--- config.mk ---
export PLATFORM = sky130hd
export DESIGN_NAME = ddo_div
export DESIGN_NICKNAME = d
export VERILOG_FILES = /design/src/hdl/ddo_pkg.sv /design/src/hdl/ddo_div.sv
export SDC_FILE = /design/constraint.sdc
export NUM_CORES = 1
export LEC_CHECK = 0
export BUFFER_PORTS_ARGS = -buffer_cell sky130_fd_sc_hd__buf_2
export CELL_PAD_IN_SITES_DETAIL_PLACEMENT = 1
export CELL_PAD_IN_SITES_GLOBAL_PLACEMENT = 1
export CORE_MARGIN = 3
export CORE_UTILIZATION = 40
export CTS_BUF_LIST = sky130_fd_sc_hd__clkbuf_16
export DETAILED_ROUTE_END_ITERATION = 8
export GPL_TIMING_DRIVEN = 0
export PLACE_DENSITY_LB_ADDON = 0.12
export SLEW_MARGIN = 10
export SYNTH_ARGS = -nofsm -noshare
export SYNTH_HDL_FRONTEND = slang
export SYNTH_SLANG_ARGS = --single-unit
--- constraint.sdc ---
create_clock -name clock -period 2.6 [get_ports clock]
set_input_delay 0.13 -clock clock [delete_from_list [all_inputs] [get_ports clock]]
set_output_delay 0.13 -clock clock [all_outputs]
set_load 0.02 [all_outputs]
--- src/hdl/ddo_pkg.sv ---
// Package for the differential drive odometry block: payload structs, widths,
// arithmetic constants, register indexes, sequencer states and the CORDIC table.
// Depends on nothing; used by ddo_div and differential_drive_odometry.
package ddo_pkg;

   // Field and datapath widths
   localparam int RPM_W     = 16;
   localparam int US_W      = 16;
   localparam int DATA_W    = 32;
   localparam int RADIUS_W  = 19;
   localparam int BASE_W    = 25;
   localparam int MUL_A_W   = 36;
   localparam int MUL_B_W   = 32;
   localparam int PROD_W    = MUL_A_W + MUL_B_W;
   localparam int CRD_W     = 34;
   localparam int DVD_W     = 64;
   localparam int DVS_W     = BASE_W;
   localparam int DCNT_W    = 7;
   localparam int ITER_W    = 5;

   // Parameter defaults
   localparam int DEF_CORDIC_STEPS = 24;
   localparam int DEF_FRAC_BITS    = 16;

   // Arithmetic constants
   localparam logic [20:0] RPM_TO_RADS_Q24 = 21'd1756910;
   localparam logic [25:0] HEAD_SCALE_Q16  = 26'd44798134;
   localparam logic [29:0] CORDIC_GAIN_Q30 = 30'd652032874;
   localparam logic [31:0] ANGLE_EIGHTH    = 32'h2000_0000;
   localparam logic [19:0] US_PER_SEC      = 20'd1000000;
   // floor(2^50 / 10^6): estimate of a division by one million
   localparam logic [30:0] US_RECIP_Q50    = 31'd1125899906;

   // Configuration port
   localparam int CSR_IDX_W  = 8;
   localparam int CSR_DATA_W = BASE_W;
   localparam logic [CSR_IDX_W-1:0] CSR_WHEEL_RADIUS = 8'd0;
   localparam logic [CSR_IDX_W-1:0] CSR_WHEEL_BASE   = 8'd1;

   // Quadrant codes of the heading after the eighth-turn offset
   localparam logic [1:0] QUAD_FWD   = 2'd0;
   localparam logic [1:0] QUAD_LEFT  = 2'd1;
   localparam logic [1:0] QUAD_BACK  = 2'd2;
   localparam logic [1:0] QUAD_RIGHT = 2'd3;

   typedef struct packed {
      logic [RPM_W-1:0] left_rpm;
      logic [RPM_W-1:0] right_rpm;
      logic [US_W-1:0]  elapsed_us;
   } req_type;

   typedef struct packed {
      logic signed [DATA_W-1:0] pos_x;
      logic signed [DATA_W-1:0] pos_y;
      logic [DATA_W-1:0]        heading;
      logic signed [DATA_W-1:0] linear_speed;
      logic signed [DATA_W-1:0] turn_rate;
   } rsp_type;

   // Divider request and status
   typedef struct packed {
      logic              start;
      logic [DVD_W-1:0]  dividend;
      logic [DVS_W-1:0]  divisor;
      logic [DCNT_W-1:0] count;
   } div_req_type;

   typedef struct packed {
      logic             busy;
      logic             done;
      logic [DVD_W-1:0] quotient;
   } div_rsp_type;

   typedef enum logic [4:0] {
      S_IDLE,
      S_WL_A,
      S_WL_B,
      S_WR_A,
      S_WR_B,
      S_DIFF,
      S_SPLIT,
      S_DIST_MUL,
      S_DIST_RCP,
      S_DIST_EST,
      S_DIST_BACK,
      S_DIST_FIX,
      S_OMG_START,
      S_OMG_WAIT,
      S_CORDIC,
      S_ROTATE,
      S_X_MUL,
      S_Y_MUL,
      S_H_MUL1,
      S_H_MUL2,
      S_H_MUL3,
      S_H_SUM,
      S_H_START,
      S_H_WAIT,
      S_OUT
   } state_type;

   // Arctangent of 2^-i as a binary angle
   function automatic logic [31:0] atan_bam(input logic [ITER_W-1:0] idx);
      logic [31:0] a;
      case (idx)
         5'd0:  a = 32'h2000_0000;
         5'd1:  a = 32'h12E4_051E;
         5'd2:  a = 32'h09FB_385B;
         5'd3:  a = 32'h0511_11D4;
         5'd4:  a = 32'h028B_0D43;
         5'd5:  a = 32'h0145_D7E1;
         5'd6:  a = 32'h00A2_F61E;
         5'd7:  a = 32'h0051_7C55;
         5'd8:  a = 32'h0028_BE53;
         5'd9:  a = 32'h0014_5F2F;
         5'd10: a = 32'h000A_2F98;
         5'd11: a = 32'h0005_17CC;
         5'd12: a = 32'h0002_8BE6;
         5'd13: a = 32'h0001_45F3;
         5'd14: a = 32'h0000_A2FA;
         5'd15: a = 32'h0000_517D;
         5'd16: a = 32'h0000_28BE;
         5'd17: a = 32'h0000_145F;
         5'd18: a = 32'h0000_0A30;
         5'd19: a = 32'h0000_0518;
         5'd20: a = 32'h0000_028C;
         5'd21: a = 32'h0000_0146;
         5'd22: a = 32'h0000_00A3;
         5'd23: a = 32'h0000_0051;
         5'd24: a = 32'h0000_0029;
         5'd25: a = 32'h0000_0014;
         5'd26: a = 32'h0000_000A;
         5'd27: a = 32'h0000_0005;
         5'd28: a = 32'h0000_0003;
         5'd29: a = 32'h0000_0001;
         5'd30: a = 32'h0000_0001;
         default: a = 32'h0000_0000;
      endcase
      return a;
   endfunction

endpackage

--- src/hdl/ddo_div.sv ---
// Restoring long divider, one quotient bit per cycle, shared by the sequencer.
// Dividend arrives top-aligned with the number of quotient bits to produce.
// Depends on ddo_pkg.
module ddo_div (
   input  logic                 clock,
   input  logic                 reset,
   input  ddo_pkg::div_req_type div_req,
   output ddo_pkg::div_rsp_type div_rsp
);

   logic [ddo_pkg::DVD_W-1:0]  dvd_ff, dvd_in;
   logic [ddo_pkg::DVS_W-1:0]  dvs_ff, dvs_in;
   logic [ddo_pkg::DVS_W-1:0]  rem_ff, rem_in;
   logic [ddo_pkg::DVD_W-1:0]  quo_ff, quo_in;
   logic [ddo_pkg::DCNT_W-1:0] cnt_ff, cnt_in;
   logic                       busy_ff, busy_in;
   logic                       done_ff, done_in;
   logic [ddo_pkg::DVS_W:0]    trial;
   logic                       fits;

   // One restoring step per cycle
   always_comb begin
      trial   = {rem_ff, dvd_ff[ddo_pkg::DVD_W-1]};
      fits    = trial >= {1'b0, dvs_ff};
      dvd_in  = dvd_ff;
      dvs_in  = dvs_ff;
      rem_in  = rem_ff;
      quo_in  = quo_ff;
      cnt_in  = cnt_ff;
      busy_in = busy_ff;
      done_in = 1'b0;
      if (div_req.start) begin
         dvd_in  = div_req.dividend;
         dvs_in  = div_req.divisor;
         rem_in  = '0;
         quo_in  = '0;
         cnt_in  = div_req.count;
         busy_in = 1'b1;
      end else if (busy_ff) begin
         rem_in = fits ? ddo_pkg::DVS_W'(trial - {1'b0, dvs_ff})
                       : ddo_pkg::DVS_W'(trial);
         quo_in = {quo_ff[ddo_pkg::DVD_W-2:0], fits};
         dvd_in = {dvd_ff[ddo_pkg::DVD_W-2:0], 1'b0};
         cnt_in = cnt_ff - 1'b1;
         if (cnt_ff == ddo_pkg::DCNT_W'(1)) begin
            busy_in = 1'b0;
            done_in = 1'b1;
         end
      end
   end

   always_ff @(posedge clock) begin
      if (reset) begin
         busy_ff <= 1'b0;
         done_ff <= 1'b0;
         cnt_ff  <= '0;
      end else begin
         busy_ff <= busy_in;
         done_ff <= done_in;
         cnt_ff  <= cnt_in;
      end
      dvd_ff <= dvd_in;
      dvs_ff <= dvs_in;
      rem_ff <= rem_in;
      quo_ff <= quo_in;
   end

   assign div_rsp.busy     = busy_ff;
   assign div_rsp.done     = done_ff;
   assign div_rsp.quotient = quo_ff;

endmodule

[Word-level counts from Yosys, hierarchy flattened]
Index checks and enable logic that the tools add are counted.
Widths: inputs -> output; s select.
Word-level totals
  flip-flop bits (word level): 187
  bits of input ports: 99
  output and inout port bits: 66
  word-level logic and storage cells: 23
Cells by class
  add/subtract/negate cells: 2
  order comparisons: 1
  eq/ne operators: 1
  mux-type cells: 9
  bitwise logic cells: 1
  reduce and logical (&&, ||, !) cells: 2
Operators with widths (number)
  $mux 64: 2
  $ge 26x25->1: 1
  $mux 25: 1
  $sub 25x25->25: 1
  $mux 7: 2
  $eq 7x1->1 const B: 1
  $sub 7x1->7 const B: 1
  $mux 1: 4
  $reduce_or 3->1: 1
  $reduce_bool 2->1: 1
  $not 1->1: 1

[Logic depth before layout (Yosys ltp)]
  depth in word-level cells: 4
  mapped depth: 14
  depth with buffers taken out: 12

[Least setup slack after synthesis]
Ideal clock, no wire load.
  path type: reg2reg
  start: register dvd_ff[63] (netlist name)
  end: register rem_ff[0] (netlist name)
  setup time: 0.086 ns
  arrival time: 2.743 ns
  data required time: 2.514 ns
  path slack: -0.229 ns
  stages on the path, launching flop included: 14
  path buffers: 1
  clock period less this slack: 2.829 ns
  cell sequence: edfxtp_1 inv_1 ha_1 inv_1 fa_1 a211oi_1 o21ai_1 a21oi_2 o41ai_4 a31oi_4 o31ai_4 buf_6 mux2_1 a211oi_1
Between the ends
  word-level cells in the longest chain between the ends: 2
  elaborated cells between the ends (all ways): 3
  those cells by class: add/sub: 1; order compare: 1; mux: 1
Ends and longest elaborated chain
  start, declared: RTL line ddo_div.sv:11  | logic [ddo_pkg::DVD_W-1:0] dvd_ff, dvd_in;
  start signal, assigned: RTL line ddo_div.sv:62  | dvd_ff <= dvd_in;
  $sub 25x25->25 or $ge 26x25->1 (tied branches): RTL line ddo_div.sv:40, ddo_div.sv:24
  $mux 25 *: RTL line ddo_div.sv:40  | rem_in = fits ? ddo_pkg::DVS_W'(trial - {1'b0, dvs_ff})
  end signal, assigned: RTL line ddo_div.sv:64  | rem_ff <= rem_in;
  end, declared: RTL line ddo_div.sv:13  | logic [ddo_pkg::DVS_W-1:0] rem_ff, rem_in;
Mark *: on every way between the ends. The rest lies on a longest branch, timed or not.
A chain may end at the register's enable or synchronous reset.

[Worst setup path after layout]
  start: register dvd_ff[63] (netlist name)
  end: register rem_ff[18] (netlist name)
The elaborated chain is that of the path after synthesis.

==> results.json <==
{
  "outcome": "complete, but fails checks",
  "violations": "negative setup slack",
  "n_fill_cell": 2204,
  "root_buffer": "clkbuf_16",
  "multi_input_area_mm2": 0.00378,
  "initial_core_util_pct": 41.5,
  "drv_slew": 0,
  "path_class": "register to register",
  "path_clk_slew_ns": 0.08,
  "gr-total-overflow": 0,
  "hold_viol_final": 0,
  "dr_total_vias": 6630,
  "final_layout_size_suffix_gt1_share_pct": 29.9,
  "nets": 1160,
  "fp.dieW_um": 153,
  "ys_async_sr_fraction_pct": 0,
  "via_per_inst": 5.04,
  "peakVddDrop_uv": 397,
  "cp_common_cell": "inv_2",
  "drt-total-wl_um": 23500,
  "grt_setup_unrepaired": "true",
  "syn-cell-area_mm2": 0.00859,
  "tns_ns": -2.78,
  "grt_antenna_before_repair": 0,
  "fin_hold_ws_ns": 0.00925,
  "crit_path_start_kind": "register",
  "relSlewSlack_pct": 50.2,
  "cts.sinks": 187,
  "wl_per_cell_um": 17.8,
  "synth_warnings": 0,
  "htreeDepth": 4,
  "ys_ff_latch": 187,
  "fin_skew_ns": 0.0164,
  "clock.fmax_ghz": 0.362,
  "arrival_ns": 3.10,
  "fp-row-count": 52,
  "hpwl_um": 15400,
  "ys_types": 56,
  "worst_ep_required_time_ns": 2.93,
  "clock_path_buffers": 2,
  "worst_slack_ns": -0.165,
  "max_slew.worst_pin.slew_ns": 0.747,
  "ys_seq_area_share_pct": 53.9,
  "fp.dieH_um": 153,
  "fin_crit_sh_pct": 106,
  "cellLeakagePower_nw": 4.80,
  "numCtsBuffers": 17,
  "register_area_mm2": 0.00463,
  "place.gp.congestion": 0.827,
  "area_delta_synth_final_pct": 33.9,
  "preCtsSetupSlack_ns": -0.401,
  "synth-edff-count": 89,
  "ant_nets": 0,
  "drc_errors": 0,
  "syn_inst": 745,
  "drtPass1Iterations": 5,
  "min_period_ns": 2.77,
  "cpLargestDelayFamily": "compound AO/OA/AOI/OAI gates",
  "num_io_pins": 165,
  "ys.flop_type": "dfxtp_1",
  "worstPathCellList": "inv_2 -> ha_4 -> inv_2 -> fa_2 -> a211oi_4 -> o21ai_2 -> a21oi_2 -> o41ai_4 -> a31oi_4 -> o31ai_4 -> buf_6 -> buf_12 -> mux2i_1 -> a211oi_1",
  "crit_slowest_cell": "edfxtp_1",
  "drt-initial-drc-count": 268,
  "crit_path_end_kind": "register",
  "critPathBufInv": 4,
  "finalSetupViolations": 25,
  "fp.coreArea_mm2": 0.0207,
  "die-area_mm2": 0.0233,
  "cp_max_fo": 10,
  "grt_start_max_net_pins": 65,
  "dpl.cell_count": 1178,
  "power.density_mw_per_mm2": 631,
  "cap_violations": 0,
  "cts_tree": "done",
  "clkLatencyLatePin_ns": 0.44,
  "grt_pass1_vias": 7214,
  "syn_avg_cell_area_um2": 11.5,
  "min_path_type": "input port to register",
  "finalNonFillerCells": 1316,
  "synth_nets": 872,
  "grt_pass1_wl_um": 38300,
  "io_buffers": 163,
  "n_antenna_cell": 0,
  "grt_usage_pct": 20.1,
  "critPathMaxStageDelay_ns": 0.38
}
path summary, 6_finish.rpt:
check / startpoint / endpoint / slack, ns / cells after the start
min reg2reg: quo_ff[63]$_SDFFE_PP0P_ / quo_ff[63]$_SDFFE_PP0P_ / 0.50 / 2
max: dvd_ff[63]$_DFFE_PP_ / rem_ff[18]$_SDFFE_PP0P_ / -0.17 / 14
max reg2reg: dvd_ff[63]$_DFFE_PP_ / rem_ff[18]$_SDFFE_PP0P_ / -0.17 / 14
min: div_req[42] / dvd_ff[10]$_DFFE_PP_ / 0.009 / 2
layout by cell type (no fill, tap or decap), drive strengths merged, types with 8 or more instances in the layout:
cell type / synthesis / routed
a211oi: 23 / 23
a21oi: 30 / 30
buf: 14 / 191
clkbuf: 26 / 43
dfxtp: 98 / 98
dlygate4sd3: 0 / 92
edfxtp: 89 / 89
ha: 27 / 27
inv: 35 / 45
mux2: 65 / 65
mux2i: 82 / 82
nand2: 27 / 27
nand3: 9 / 9
nor2: 110 / 110
o21ai: 19 / 19
xnor2: 18 / 18
xor2: 8 / 8
cells in the mapped netlist (2+ instances only):
cell type | n | share of area [%]
nor4_1 | 4 | 0.29
nand3b_1 | 2 | 0.17
nor2_1 | 110 | 4.8
o311ai_0 | 3 | 0.31
o21bai_1 | 4 | 0.35
ha_1 | 27 | 3.9
buf_1 | 7 | 0.31
o31a_1 | 3 | 0.31
o2111ai_1 | 2 | 0.20
and2_1 | 2 | 0.15
mux2i_1 | 82 | 9.6
buf_2 | 3 | 0.17
a21oi_1 | 29 | 1.7
edfxtp_1 | 89 | 31
clkbuf_1 | 26 | 1.1
inv_1 | 34 | 1.5
nor2b_1 | 3 | 0.22
a211oi_1 | 23 | 2.0
buf_4 | 2 | 0.17
nor3_1 | 7 | 0.41
xor2_1 | 8 | 0.82
nand4_1 | 3 | 0.22
xnor2_1 | 18 | 1.8
dfxtp_1 | 98 | 23
o21ai_1 | 11 | 0.64
o21a_1 | 5 | 0.44
or3_1 | 2 | 0.15
nand3_1 | 9 | 0.52
mux2_2 | 64 | 8.4
a21o_1 | 6 | 0.52
nand2_1 | 27 | 1.2
o21ai_0 | 8 | 0.47
registers in the layout, indices dropped and copies added, names as in the netlist:
register,cells
dvd_ff,64
quo_ff,64
dvs_ff,25
rem_ff,25
cnt_ff,7
busy_ff,1
done_ff,1
cells by family after synthesis:
family	share of synthesized area [%]
AOI/OAI and AO/OA	8.99
xor gates and xnor gates	2.65
adders and majority gates	4.16
buffers and inverters	3.68
DFF	53.9
muxes	18.1
and+or+nand+nor	8.50
repair_timing:
item                                    CTS  global route
resized for setup                        19            17
buffers inserted                          8             5
pin swaps                                11             7
hold buffers                             91             1
gates cloned                              1             0
hold endpoints to repair                 91             1
endpoints found under the setup margin   26            42
layout make-up:
type / instances / share of cell area [%]
Buffer: 40 / 1.67
Clock buffer: 17 / 3.70
Clock inverter: 15 / 1.29
Inverter: 35 / 1.14
Multi-Input combinational cell: 483 / 32.9
Sequential cell: 187 / 40.3
Tap cell: 270 / 2.94
Timing Repair Buffer: 269 / 16.1
power by group:
part	internal [mW]	total, mW	switching [mW]
clock network	1.28	2.56	1.28
logic	0.643	1.31	0.667
registers	3.30	3.38	0.0850
total	5.22	7.26	2.03
through the flow:
step,area (µm²),util (%),total power [mW]
floorplan,8600,-,4.21
global placement,9750,47.1,4.47
detailed placement,9760,47.2,4.52
CTS,11400,55.0,7.27
global route,11500,55.6,7.61
finish,11500,55.6,7.26
per-layer routing:
| layer | GRT usage, % | up-vias | part of all wire, % |
|---|---|---|---|
| met2 | 35.9 | 119 | 51 |
| met5 | 0 | - | 0 |
| li1 | - | 3240 | - |
| met4 | 5.13 | 0 | 1.4 |
| met1 | 24.2 | 3241 | 43 |
| met3 | 5.11 | 30 | 4.4 |
(Power assumes the default switching activity.)
